File: config.mk
export PLATFORM = sky130hd
export DESIGN_NAME = rcpb_queue
export DESIGN_NICKNAME = d
export VERILOG_FILES = /design/src/rtl/rcpb_pkg.sv /design/src/rtl/rcpb_queue.sv
export SDC_FILE = /design/constraint.sdc
export NUM_CORES = 1
export LEC_CHECK = 0
export BUFFER_PORTS_ARGS = -buffer_cell sky130_fd_sc_hd__buf_4
export CORE_ASPECT_RATIO = 0.9
export CORE_MARGIN = 2
export CORE_UTILIZATION = 45
export CTS_CLUSTER_SIZE = 8
export DETAILED_ROUTE_END_ITERATION = 12
export PLACE_DENSITY = 0.73
export SLEW_MARGIN = 20
export SYNTH_ARGS = -nofsm -noshare
export SYNTH_HDL_FRONTEND = slang
export SYNTH_SLANG_ARGS = --single-unit
File: constraint.sdc
create_clock -name clk -period 6.69 [get_ports clk]
set_input_delay 0.3345 -clock clk [delete_from_list [all_inputs] [get_ports clk]]
set_output_delay 0.3345 -clock clk [all_outputs]
set_load 0.005 [all_outputs]
File: src/rtl/rcpb_pkg.sv
package rcpb_pkg;

    // Packet geometry
    localparam int PKT_BYTES  = 15;
    localparam int BODY_BYTES = 14;
    localparam logic [3:0] SUM_IDX = 4'd14;

    // Variant codes
    localparam logic [2:0] SUB_BASE = 3'd0;
    localparam logic [2:0] SUB_VAR1 = 3'd1;
    localparam logic [2:0] SUB_VAR2 = 3'd2;
    localparam logic [2:0] SUB_VAR3 = 3'd3;
    localparam logic [2:0] SUB_VAR4 = 3'd4;

    // Request codes
    localparam logic CMD_DATA = 1'b0;
    localparam logic CMD_BIND = 1'b1;

    // Configuration register indexes
    localparam logic [1:0] CFG_SUB   = 2'd0;
    localparam logic [1:0] CFG_TELEM = 2'd1;
    localparam logic [1:0] CFG_TXID  = 2'd2;

    localparam logic [6:0] BIND_CHAN_WIDE = 7'd10;

    typedef struct packed {
        logic              command;
        logic signed [11:0] rudder;
        logic signed [11:0] elevator;
        logic signed [11:0] throttle;
        logic signed [11:0] aileron;
        logic [8:0]        switch_bits;
    } req_t;

    typedef struct packed {
        logic [7:0] packet_byte;
        logic [6:0] radio_channel;
        logic       last;
    } rsp_t;

    // Configuration as seen by the front end
    typedef struct packed {
        logic [2:0]  sub_protocol;
        logic        telemetry_on;
        logic [31:0] tx_id;
    } cfg_t;

    // Built packet body (checksum excluded) and its channel
    typedef struct packed {
        logic [BODY_BYTES-1:0][7:0] body;
        logic [6:0]                 chan;
    } pkt_t;

    // Offset and clamp to 0..2048, then halve: 0..1024
    function automatic logic [10:0] stick10(input logic signed [11:0] s);
        logic signed [12:0] v;
        logic [10:0]        r;
        v = {s[11], s} + 13'sd1024;
        if (v < 13'sd0)
            r = 11'd0;
        else if (v > 13'sd2048)
            r = 11'd1024;
        else
            r = v[11:1];
        return r;
    endfunction

    // High byte carries trim (or the fixed centre), low byte the value
    function automatic logic [15:0] put_stick(input logic [10:0] val, input logic trim);
        logic [7:0] hi;
        hi = {5'd0, val[10:8]} + (trim ? {val[9:4], 2'b00} : 8'h7C);
        return {hi, val[7:0]};
    endfunction

    function automatic logic [6:0] hop_channel(input logic [7:0] id0, input logic [1:0] k);
        logic [6:0] c1;
        logic [6:0] r;
        c1 = {2'd0, id0[4:0]} + 7'h10;
        unique case (k)
            2'd0:    r = 7'd0;
            2'd1:    r = c1;
            2'd2:    r = c1 + 7'h20;
            default: r = c1 + 7'h40;
        endcase
        return r;
    endfunction

endpackage

File: src/rtl/rcpb_queue.sv
module rcpb_queue #(
    parameter int DEPTH = 2
) (
    input  logic           clk,
    input  logic           rst_n,
    input  logic           push,
    input  rcpb_pkg::pkt_t push_pkt,
    input  logic           pop,
    output logic           full,
    output logic           avail,
    output rcpb_pkg::pkt_t head
);
    import rcpb_pkg::*;

    localparam int PTR_W = (DEPTH > 1) ? $clog2(DEPTH) : 1;
    localparam int CNT_W = $clog2(DEPTH + 1);
    localparam logic [PTR_W-1:0] PTR_LAST = PTR_W'(DEPTH - 1);
    localparam logic [CNT_W-1:0] CNT_FULL = CNT_W'(DEPTH);

    pkt_t             mem_reg [DEPTH];
    logic [PTR_W-1:0] wr_ptr_reg;
    logic [PTR_W-1:0] wr_ptr_next;
    logic [PTR_W-1:0] rd_ptr_reg;
    logic [PTR_W-1:0] rd_ptr_next;
    logic [CNT_W-1:0] cnt_reg;
    logic [CNT_W-1:0] cnt_next;

    assign full  = (cnt_reg == CNT_FULL);
    assign avail = (cnt_reg != '0);
    assign head  = mem_reg[rd_ptr_reg];

    // pointer and fill count
    always_comb
    begin
        wr_ptr_next = wr_ptr_reg;
        rd_ptr_next = rd_ptr_reg;
        cnt_next    = cnt_reg;
        if (push)
            wr_ptr_next = (wr_ptr_reg == PTR_LAST) ? '0 : wr_ptr_reg + 1'b1;
        if (pop)
            rd_ptr_next = (rd_ptr_reg == PTR_LAST) ? '0 : rd_ptr_reg + 1'b1;
        if (push && !pop)
            cnt_next = cnt_reg + 1'b1;
        else if (pop && !push)
            cnt_next = cnt_reg - 1'b1;
    end

    always_ff @(posedge clk or negedge rst_n)
    begin
        if (!rst_n)
        begin
            wr_ptr_reg <= '0;
            rd_ptr_reg <= '0;
            cnt_reg    <= '0;
        end
        else
        begin
            wr_ptr_reg <= wr_ptr_next;
            rd_ptr_reg <= rd_ptr_next;
            cnt_reg    <= cnt_next;
        end
    end

    // storage
    always_ff @(posedge clk)
    begin
        if (push)
            mem_reg[wr_ptr_reg] <= push_pkt;
    end

endmodule

== Word level (Yosys, flattened, before mapping) ==
Memory sizes are Yosys's and may differ from the RTL's.
Cells that the tools add are included.
Word-level totals
  flip-flop bits (word level): 4
  output and inout port bits: 121
  bits in read-only memories: 0
  memory bits (writable): 238
  memories kept: 1
  latch bits: 0
Cells by class
  shift operators: 0
  bitwise operators: 0
  multipliers: 0
  reduce and logical (&&, ||, !) cells: 6
  div/mod/pow operators: 0
  multiplexer cells: 6
  $lt $le $gt $ge: 0
  eq/ne operators: 1
  $add $sub $neg: 4
Memory list
  mem_reg: words 2, width 119, read ports 1, clocked after memory_dff 0, write ports 1, line rcpb_queue.sv:20  | pkt_t mem_reg [DEPTH];
Operator list (number)
  $mux 1: 4
  $mux 2: 2
  $reduce_bool 2->1: 2
  $add 1x1->1 const B: 2
  $add 2x1->2 const B: 1
  $eq 2x2->1 const B: 1
  $logic_and 1x1->1: 2
  $logic_not 1->1: 2
  $sub 2x1->2 const B: 1

== Depth between registers and ports, before layout ==
  depth in word-level cells: 4
  mapped depth: 5
  depth with buffers taken out: 5

== Least setup slack after synthesis ==
OpenSTA, ideal clock, no wires.
  path kind: reg-to-reg
  start point: register wr_ptr_reg
  end point: memory mem_reg[0][0] (netlist bit), enable pin
  arrival time: 5.663 ns
  stages on the path, launching flop included: 2
  path slack: 0.414 ns
  buffers on the path: 0
  library setup time: 0.613 ns
  cells stage by stage: dfrtp_1 -> nor2b_1
RTL lines
  start: declaration: line rcpb_queue.sv:21  | logic [PTR_W-1:0] wr_ptr_reg;
  start signal: assignment: line rcpb_queue.sv:58  | wr_ptr_reg <= wr_ptr_next;
  end: declaration: line rcpb_queue.sv:20
Straight into the memory's write port.

==> run metrics <==
Tot Pwr=4.972 mW; Area Growth Syn to Fin=34.30%; total CTS buffers=36; Hold Vio Cnt, Final=0; CP Data Required Time=6360 ps; largest family of logic cells by synthesized area=multiplexers; startpoint types=register; CP max FO=92; Seq/Total Area, Yosys=0.8226; Worst Path Buf+Inv=2; Peak supply drop=0.0003087 V; Max Freq=0.3487 GHz; Logic pwr share=0.266; Final Max Tran Viols=0; Final min period=2868 ps; Critical Path Max Stage Delay=670 ps; worst-path cell chain=buf_6 > mux2_2 > buf_4; fin nets=783; Final setup viols=0; layout cells sized above 1=0.6135; max-cap viol count=0; period utilization=0.4286; max reg flops=238; GPL Wtd Cong=0.7269; post-synthesis instance total=386; initial antenna violation count=0; Ys Warns=0; Top Family by Delay on Critical Path=buffers and inverters; DPL Wire Length=10840 microns; met3 Usage GRT=0.06367; drt first pass iters=4; vias in the first global route=4697; via total after detailed routing=4453; GRT Util Overall=0.1582; Sw Share=0.2465; Post-Synth XOR/XNOR Area=0.004971; Pwr Density=420.3 nW/um^2; CTS max path bufs=3; post-synth top area share=0.8112; grt peak-use layer=met2; Slew @ Worst Pin=920.2 ps; largest net degree at the start of global routing=93; crit path max-delay cell type=dfrtp_4; Root Driver=clkbuf_16; RSZ-0062 raised after global routing=false; setup bufs post-CTS=0; Die X=151.5 microns; Port Buffers=243; Netlist cell types=13; mux share of post-synthesis cell area=0.1521; clk sinks=242; Critical Path AT=2530 ps; vias per std cell=4.867; Routed Antenna Nets=0; status=complete, no violations; internal cell power=3.747 mW; Synth Area in Simple Gates=0.003267; FF+latch area=7251 sq um; adder-cell share of the synthesized area=0.001420; r2r setup slk=3930 ps; static leakage=4.459 nW; largest cells by area after synthesis=edfxtp_1 (81%), mux2_2 (15%), buf_6 (1.4%); multi-input combinational cell area=1435 sq um; Worst Hold Class=primary input to register; clk_lat worst skew=490 ps; area of the core=19160 sq um; global-route wire length before repair=24700 microns; die area=20710 sq um; wire per inst=18.47 microns; FF+latch count, synth=242; met2 Resource Use GR=0.2667; biggest area consumer among synthesized cells=edfxtp_1; Clock power frac=0.308; headroom to the max-slew limit=0.3865; Clock Skews=12.76 ps; syn_nets=510; Flop pwr share=0.426; initial drt markers=202; routing usage on met1=0.1830; I/O pin total=244; post-synthesis compound-gate area fraction=0; H-tree depth=2; Syn Std Cell Area=8810 sq um; # diodes=0; WS Path Type=register to primary output; CP Capture Type=primary output; number of filler cells placed in the layout=1359; # rows=48; Congestion Overflow GR=0; Avg Inst Size Synth=22.82 sq um; setup TNS=0 ps; Starting Density=0.4598; Sw Pwr=1.226 mW; Reg clk slew, reported paths=50 ps; CTS tree=done; final wirelength=16900 microns; Residual DRC=0; Die Ht=136.7 microns
-- metrics by stage --
stage / setup WS (ps) / area (sq um) / utilization / std cells / hold slack [ps]
after floorplan: 414.4 / 8810 / - / 386 / 38.91
after detailed placement: 3812 / 10860 / 0.5671 / 870 / 133.9
after global routing: 3682 / 11830 / 0.6176 / 915 / 10.30
final: 3822 / 11830 / 0.6176 / 915 / 32.78
after CTS: 3808 / 11830 / 0.6176 / 915 / 7.993
after global placement: 3912 / 10860 / 0.5667 / 870 / 131.6
-- worst paths after layout --
kind                       depth (start not counted)              startpoint                        to
min in group asynchronous                          2                   rst_n    wr_ptr_reg$_DFFE_PN0P_
min reg2reg                                        1  cnt_reg[1]$_DFFE_PN0P_    cnt_reg[1]$_DFFE_PN0P_
max reg2reg                                        3  wr_ptr_reg$_DFFE_PN0P_  mem_reg[0][57]$_DFFE_PP_
max in group asynchronous                          2                   rst_n    rd_ptr_reg$_DFFE_PN0P_
max                                                3  rd_ptr_reg$_DFFE_PN0P_                 head[106]
min                                                1             push_pkt[4]   mem_reg[1][4]$_DFFE_PP_
-- cells by family after synthesis --
group,after synthesis
AND/OR/NAND/NOR,5
flip-flops,242
adder cells (fa/ha/maj),1
buffers and inverters,14
XOR/XNOR,5
multiplexers,119
-- area by class of cell --
type	instances	area share
multi-input cells	130	0.1213
clock inverters	1	0.0007403
repair buffers	248	0.1582
flip-flops and latches	242	0.6128
well taps	250	0.02644
clock buffers	43	0.08016
inverters	1	0.0003173
-- Yosys cell counts --
library cell / n
edfxtp_1: 238
mux2_2: 119
buf_6: 11
dfrtp_1: 4
xor2_1: 4
buf_2: 2
nor2b_1: 2
and2_1: 1
ha_1: 1
inv_1: 1
nor2_1: 1
or2_2: 1
xnor2_1: 1
-- metal layers --
metal  wire (microns)  share of wire
met1             6402           0.38
met2             8387           0.50
met3             1765           0.10
met4              342          0.020
met5                0              0
-- cells in the final DEF, fill, tap and decap left out, drive strengths merged --
cell type and n:
mux2 119, dfrtp 4, edfxtp 238, ha 1
inv 1, buf 247, nor2 1, clkbuf 43
xnor2 1, clkinv 1, dlygate4sd3 1, and2 1
nor2b 2, or2 1, xor2 4
-- repair_timing --
item,4_1_cts,5_1_grt
resized for setup,0,0
hold buffers,1,0
hold endpoints to repair,4,0
-- power groups by stage --
stage          sequential (mW)  combinational (mW)  clock (mW)
2_1_floorplan             2.13               0.745           0
5_1_grt                   2.15                1.43        1.64
3_5_place_dp              2.15                1.34           0
3_3_place_gp              2.13                1.32           0
4_1_cts                   2.13                1.35        1.58
6_report                  2.12                1.32        1.53
-- worst register-to-register path: stages (launching register included) --
cell     delay [ps]
dfrtp_1         430
nor2b_4         660
buf_4           770
buf_4           540
No activity file was read; power rests on OpenSTA's default activity.
