==> src/rtl/rcpb_pkg.sv <==
package rcpb_pkg;

    // Packet geometry
    localparam int PKT_BYTES  = 15;
    localparam int BODY_BYTES = 14;
    localparam logic [3:0] SUM_IDX = 4'd14;

    // Variant codes
    localparam logic [2:0] SUB_BASE = 3'd0;
    localparam logic [2:0] SUB_VAR1 = 3'd1;
    localparam logic [2:0] SUB_VAR2 = 3'd2;
    localparam logic [2:0] SUB_VAR3 = 3'd3;
    localparam logic [2:0] SUB_VAR4 = 3'd4;

    // Request codes
    localparam logic CMD_DATA = 1'b0;
    localparam logic CMD_BIND = 1'b1;

    // Configuration register indexes
    localparam logic [1:0] CFG_SUB   = 2'd0;
    localparam logic [1:0] CFG_TELEM = 2'd1;
    localparam logic [1:0] CFG_TXID  = 2'd2;

    localparam logic [6:0] BIND_CHAN_WIDE = 7'd10;

    typedef struct packed {
        logic              command;
        logic signed [11:0] rudder;
        logic signed [11:0] elevator;
        logic signed [11:0] throttle;
        logic signed [11:0] aileron;
        logic [8:0]        switch_bits;
    } req_t;

    typedef struct packed {
        logic [7:0] packet_byte;
        logic [6:0] radio_channel;
        logic       last;
    } rsp_t;

    // Configuration as seen by the front end
    typedef struct packed {
        logic [2:0]  sub_protocol;
        logic        telemetry_on;
        logic [31:0] tx_id;
    } cfg_t;

    // Built packet body (checksum excluded) and its channel
    typedef struct packed {
        logic [BODY_BYTES-1:0][7:0] body;
        logic [6:0]                 chan;
    } pkt_t;

    // Offset and clamp to 0..2048, then halve: 0..1024
    function automatic logic [10:0] stick10(input logic signed [11:0] s);
        logic signed [12:0] v;
        logic [10:0]        r;
        v = {s[11], s} + 13'sd1024;
        if (v < 13'sd0)
            r = 11'd0;
        else if (v > 13'sd2048)
            r = 11'd1024;
        else
            r = v[11:1];
        return r;
    endfunction

    // High byte carries trim (or the fixed centre), low byte the value
    function automatic logic [15:0] put_stick(input logic [10:0] val, input logic trim);
        logic [7:0] hi;
        hi = {5'd0, val[10:8]} + (trim ? {val[9:4], 2'b00} : 8'h7C);
        return {hi, val[7:0]};
    endfunction

    function automatic logic [6:0] hop_channel(input logic [7:0] id0, input logic [1:0] k);
        logic [6:0] c1;
        logic [6:0] r;
        c1 = {2'd0, id0[4:0]} + 7'h10;
        unique case (k)
            2'd0:    r = 7'd0;
            2'd1:    r = c1;
            2'd2:    r = c1 + 7'h20;
            default: r = c1 + 7'h40;
        endcase
        return r;
    endfunction

endpackage

==> src/rtl/rcpb_if.sv <==
// Valid/ready channel carrying one payload per transaction
interface rcpb_if #(parameter type T = logic);
    logic valid;
    logic ready;
    T     payload;

    modport source (output valid, output payload, input ready);
    modport sink   (input valid, input payload, output ready);
endinterface

==> src/rtl/rcpb_back.sv <==
module rcpb_back (
    input  logic           clk,
    input  logic           rst_n,
    input  logic           q_avail,
    input  rcpb_pkg::pkt_t q_head,
    output logic           pop,
    rcpb_if.source         rsp
);
    import rcpb_pkg::*;

    logic       busy_reg;
    logic       busy_next;
    logic [3:0] idx_reg;
    logic [3:0] idx_next;
    logic [7:0] sum_reg;
    logic [7:0] sum_next;
    pkt_t       pkt_reg;
    logic       out_valid_reg;
    logic       out_valid_next;
    rsp_t       out_reg;
    logic       advance;
    logic       finish;
    logic [7:0] cur_byte;

    // a byte moves into the output register whenever it is free
    assign advance  = busy_reg && (!out_valid_reg || rsp.ready);
    assign finish   = advance && (idx_reg == SUM_IDX);
    assign pop      = q_avail && (!busy_reg || finish);
    assign cur_byte = (idx_reg == SUM_IDX) ? sum_reg : pkt_reg.body[idx_reg];

    always_comb
    begin
        busy_next      = busy_reg;
        idx_next       = idx_reg;
        sum_next       = sum_reg;
        out_valid_next = out_valid_reg;
        if (rsp.ready)
            out_valid_next = 1'b0;
        if (advance)
        begin
            out_valid_next = 1'b1;
            idx_next       = idx_reg + 4'd1;
            sum_next       = sum_reg + cur_byte;
            if (finish)
                busy_next = 1'b0;
        end
        if (pop)
        begin
            busy_next = 1'b1;
            idx_next  = 4'd0;
            sum_next  = 8'd0;
        end
    end

    always_ff @(posedge clk or negedge rst_n)
    begin
        if (!rst_n)
        begin
            busy_reg      <= 1'b0;
            idx_reg       <= 4'd0;
            sum_reg       <= 8'd0;
            out_valid_reg <= 1'b0;
        end
        else
        begin
            busy_reg      <= busy_next;
            idx_reg       <= idx_next;
            sum_reg       <= sum_next;
            out_valid_reg <= out_valid_next;
        end
    end

    // payload registers
    always_ff @(posedge clk)
    begin
        if (pop)
            pkt_reg <= q_head;
        if (advance)
        begin
            out_reg.packet_byte   <= cur_byte;
            out_reg.radio_channel <= pkt_reg.chan;
            out_reg.last          <= (idx_reg == SUM_IDX);
        end
    end

    assign rsp.valid   = out_valid_reg;
    assign rsp.payload = out_reg;

endmodule

==> src/flat_wrapper.sv <==
// flat-port wrapper written by rule: the top's interface ports become plain ports
module rcpb_back_flat import rcpb_pkg::*;
  (clk, rst_n, q_avail, q_head, pop, rsp_valid, rsp_payload, rsp_ready);
  rcpb_if rsp_i ();
  input  logic clk;
  input  logic rst_n;
  input  logic q_avail;
  input  rcpb_pkg::pkt_t q_head;
  output logic pop;
  output wire logic [$bits(rsp_i.valid)-1:0] rsp_valid;
  output wire logic [$bits(rsp_i.payload)-1:0] rsp_payload;
  input wire logic [$bits(rsp_i.ready)-1:0] rsp_ready;
  assign rsp_valid = rsp_i.valid;
  assign rsp_payload = rsp_i.payload;
  assign rsp_i.ready = rsp_ready;
  rcpb_back u_core (.clk(clk), .rst_n(rst_n), .q_avail(q_avail), .q_head(q_head), .pop(pop), .rsp(rsp_i));
endmodule
==> config.mk <==
export PLATFORM = sky130hd
export DESIGN_NAME = rcpb_back_flat
export DESIGN_NICKNAME = d
export VERILOG_FILES = /design/src/rtl/rcpb_pkg.sv /design/src/rtl/rcpb_if.sv /design/src/rtl/rcpb_back.sv /design/src/flat_wrapper.sv
export SDC_FILE = /design/constraint.sdc
export NUM_CORES = 1
export LEC_CHECK = 0
export ABC_AREA = 1
export BUFFER_PORTS_ARGS = -buffer_cell sky130_fd_sc_hd__buf_2
export CORE_AREA = 8 8 55 57
export DETAILED_ROUTE_END_ITERATION = 8
export DIE_AREA = 0 0 63 65
export HOLD_SLACK_MARGIN = 0.12
export PLACE_DENSITY_LB_ADDON = 0.3
export SETUP_SLACK_MARGIN = 0.4
export SLEW_MARGIN = 20
export SYNTH_ARGS = -nofsm -noshare
export SYNTH_HDL_FRONTEND = slang
export SYNTH_SLANG_ARGS = --single-unit
==> constraint.sdc <==
create_clock -name clk -period 2.05 [get_ports clk]
set_input_delay 0.205 -clock clk [delete_from_list [all_inputs] [get_ports clk]]
set_output_delay 0.205 -clock clk [all_outputs]
set_load 0.05 [all_outputs]
=== Word-level counts from Yosys, hierarchy flattened ===
Cells that the tools add are included.

* Word-level logic and storage cells: 24
* Output and inout port bits: 3
* Bits of input ports: 123
* Flip-flop bits (word level): 7

* Multiplexer cells: 7
* Add/sub/neg operators: 1
* Reduce and logical (&&, ||, !) cells: 11
* Equal/unequal tests: 1

{| class="wikitable"
|+ Operators with widths
! operator !! count
|-
| $mux 4 || 2
|-
| $reduce_bool 2->1 || 3
|-
| $mux 1 || 5
|-
| $add 4x1->4 const B || 1
|-
| $eq 4x4->1 const B || 1
|-
| $logic_and 1x1->1 || 3
|-
| $logic_not 1->1 || 2
|-
| $logic_or 1x1->1 || 2
|-
| $reduce_and 2->1 || 1
|}

=== Depth between registers and ports, before layout ===
* Depth in word-level cells: 8
* Mapped depth: 9
* Depth with buffers taken out: 9

=== Worst setup path before layout ===
OpenSTA, ideal clock, no wires.

* Path kind: reg2out
* From: register u_core.out_valid_reg, in the netlist u_core.rsp.valid
* To: output port pop
* Buffers on the path: 0
* Arrival time: 1.176 ns
* Data required time: 1.845 ns
* Path slack: 0.669 ns
* Cell stages (with the launch flop): 6
* Path through: dfrtp_1 -> nand2_2 -> nand2_1 -> nand2_2 -> nand2_4 -> inv_2

* Longest elaborated chain between the ends: 6

{| class="wikitable"
|+ RTL lines
! element !! line !! RTL
|-
| start: declaration || rcpb_back.sv:18 || <nowiki>logic out_valid_reg;</nowiki>
|-
| start signal: assignment || rcpb_back.sv:69 || <nowiki>out_valid_reg <= out_valid_next;</nowiki>
|-
| $logic_not 1->1 || rcpb_back.sv:26 || <nowiki>assign advance = busy_reg && (!out_valid_reg || rsp.ready);</nowiki>
|-
| $logic_or 1x1->1 || rcpb_back.sv:26 ||
|-
| $logic_and 1x1->1 || rcpb_back.sv:26 ||
|-
| $logic_and 1x1->1 || rcpb_back.sv:27 || <nowiki>assign finish = advance && (idx_reg == SUM_IDX);</nowiki>
|-
| $logic_or 1x1->1 || rcpb_back.sv:28 || <nowiki>assign pop = q_avail && (!busy_reg || finish);</nowiki>
|-
| $logic_and 1x1->1 || rcpb_back.sv:28 ||
|-
| end: declaration || flat_wrapper.sv:9 || <nowiki>output logic pop;</nowiki>
|}

No other way between the ends.

=== Worst setup path after layout ===
* From: register u_core.idx_reg[0]
* To: output port pop

* Longest elaborated chain between the ends: 4

{| class="wikitable"
|+ RTL lines
! element !! line !! RTL
|-
| start: declaration || rcpb_back.sv:13 || <nowiki>logic [3:0] idx_reg;</nowiki>
|-
| start signal: assignment || rcpb_back.sv:67 || <nowiki>idx_reg <= idx_next;</nowiki>
|-
| $eq 4x4->1 || rcpb_back.sv:27 ||
|-
| $logic_and 1x1->1 || rcpb_back.sv:27 ||
|-
| $logic_or 1x1->1 || rcpb_back.sv:28 ||
|-
| $logic_and 1x1->1 || rcpb_back.sv:28 ||
|}

No other way between the ends.

==> results.yml <==
placed_design:
  dp_hpwl_um: 591
  place_ws_ns: 0.507
  routabilityCongestion: 0.718
  port_buffers: 6
logic_synthesis:
  yosysUniqueCellTypes: 15
  synth_warnings: 0
  ys_seq_area_frac: 0.466
  syn_nets: 170
  synth_area_leader_cell: "dfrtp_1"
  syn-cell-area_um2: 387
  synth.top_cell.area_share: 0.388
  ys_seq_elements: 7
  synth.avg_cell_area_um2: 8.59
  ys_top_cells_by_area: "dfrtp_1 39%, nand2_1 14%, edfxtp_1 7.8%"
  syn-instance-count: 45
floorplanning:
  die_area_um2: 4100
  ios: 126
  die_width_um: 63
  num_rows: 17
  core_area_um2: 2150
  die_h_um: 65
  initial_core_util: 0.180
timing:
  min_period_ns: 1.61
  hold_viol: 0
  rsz0062_at_grt: "yes"
  finalWorstSetupSlack_ns: 0.439
  finalSetupTns_ns: 0
  fmax_ghz: 0.621
  worst_pin_slew_ns: 0.258
  holdWs_ns: 0.230
  timing.final.crit_share: 0.786
  finalSetupViolCount: 0
  clock_skew_ns: 0.00331
  slew_violations: 0
  slew_headroom: 0.829
grt:
  antenna_found_initial: 0
  gr-total-overflow: 0
  grt_max_degree: 7
  grt_pass1_vias: 322
  grt_pass1_wl_mm: 1.44
  grt_usage: 0.0459
clock_tree:
  path_clk_slew_ns: 0.05
  root_buffer: "clkbuf_4"
  cts.sink_count: 7
  cts_tree: "yes"
  clockBufferDepth: 2
  cts_made_buffers: 3
  clk_latency_ns: 0.25
  ctsHtreeMaxLevel: 1
finish:
  antenna-diode-count: 0
  final_layout_size_suffix_gt1_frac: 0.450
  multi_input_area_um2: 184
  final_nets: 186
  utilization: 0.250
  largest_reg_flops: 4
  syn2layout_area_growth_pct: 39.2
  nFillCells: 229
  final-seq-area_um2: 180
setup_path:
  critPathMaxStageDelay_ns: 0.39
  cp.required_ns: 1.85
  crit_family: "flip-flops"
  critical_path_class: "register to output port"
  critPathMaxFanout: 2
  cp_cell_sequence: "inv_2, ha_2, nand2_2, nor2_4, nand2_2, nand2_2, nand2_4, inv_4, buf_8"
  arrival_ns: 1.41
  reg2reg_from: "u_core.idx_reg[0]"
  critPathBufInv: 3
  crit_path_end_kind: "output port"
  r2r-end: "u_core.idx_reg[2]"
  cp_slowest_cell: "dfrtp_1"
  critPathMostFrequentCell: "nand2_2"
  r2r_setup_slack_ns: 0.73
  r2r_cells: 10
  cp-start-kind: "register"
pwr:
  total_leakage_power_nw: 0.281
  power.total_mw: 0.687
  peakVddDrop_mv: 0.569
  powerDensity_nw_per_um2: 1280
min_path:
  hold_path_class: "input port to register"
  hold_depth: 4
  min_to: "u_core.idx_reg[0]"
  min-delay-start: "q_avail"
route:
  drt-pass1-iter-count: 3
  initialDrtViolationCount: 4
  final_antenna_net_count: 0
  viasPerCell: 3.63
  drc: 0
  via_count: 319
  drt-wirelength-per-cell_um: 8.75
  wl_um: 770
run:
  cap_violations: 0
run_status:
  status: "finished clean"
[report_power, final]
group,internal [mW],total (mW),switching (mW)
Sequential,0.196,0.243,0.0471
Clock,0.0742,0.124,0.0496
Combinational,0.129,0.320,0.191
Total,0.399,0.687,0.288
[timing repair]
item | in CTS | in global routing
hold buffers | 1 | 0
gates resized for setup | 4 | 4
hold endpoints to repair | 6 | 0
setup endpoints to repair | 1 | 1
pin swaps | 1 | 0
buffers inserted | 3 | 1
[metrics by stage]
stage / cells / cell area (um2)
3_5_place_dp: 79 / 452
4_1_cts: 87 / 523
3_3_place_gp: 79 / 452
2_1_floorplan: 45 / 387
5_1_grt: 88 / 538
6_report: 88 / 538
[worst min-delay path, stage by stage]
cell	delay, ns
buf_2	0.10
nand2_4	0.05
inv_4	0.06
nor2_2	0.03
[layout by cell type (no fill, tap or decap), drive strengths merged]
cell type,synthesis,layout
a21oi,1,1
buf,0,10
clkbuf,0,4
dfrtp,6,6
dlygate4sd3,0,1
edfxtp,1,1
ha,2,2
inv,8,8
nand2,18,18
nand3,2,2
nand4,1,1
nor2,5,5
o21ai,1,1
[layer usage]
| metal | part of all wire | track usage | up-vias |
|---|---|---|---|
| li1 | - | - | 167 |
| met1 | 0.46 | 0.0510 | 145 |
| met2 | 0.47 | 0.0627 | 7 |
| met3 | 0.074 | 0.0378 | 0 |
| met4 | 0 | 0.0171 | 0 |
| met5 | 0 | 0 | - |
[logic make-up after synthesis]
kind of cell / after synthesis / synth area share
fa+ha+maj: 2 / 0.0647
compound gates: 2 / 0.0550
flops: 7 / 0.466
buf+inv: 8 / 0.0777
simple gates: 26 / 0.337
[cells in the mapped netlist]
| cell type | count |
|---|---|
| inv_2 | 2 |
| nand2_4 | 1 |
| nand2_2 | 3 |
| nand4_1 | 1 |
| ha_1 | 2 |
| nand3_1 | 2 |
| edfxtp_1 | 1 |
| nor2_4 | 1 |
| inv_1 | 6 |
| nor2_2 | 2 |
| a21oi_4 | 1 |
| nor2_1 | 2 |
| nand2_1 | 14 |
| dfrtp_1 | 6 |
| o21ai_1 | 1 |
[how the worst max path moves through the flow]
stage | slack [ns] | endpoint | start | cells past startpoint
floorplan | 0.67 | pop | u_core.rsp.valid | 5
global placement | 0.48 | pop | u_core.idx_reg[0] | 9
detailed placement | 0.51 | pop | u_core.idx_reg[0] | 9
CTS | 0.42 | pop | u_core.idx_reg[0] | 9
global route | 0.34 | pop | u_core.idx_reg[0] | 9
finish | 0.44 | pop | u_core.idx_reg[0] | 9
[final cells by class]
type,count,area share
multi-input combinational,30,0.342
sequential,7,0.335
timing repair buffer,11,0.149
tap,28,0.0651
inverter,8,0.0605
clock buffer,4,0.0488
Note: power is estimated with default switching activity, not from simulation.
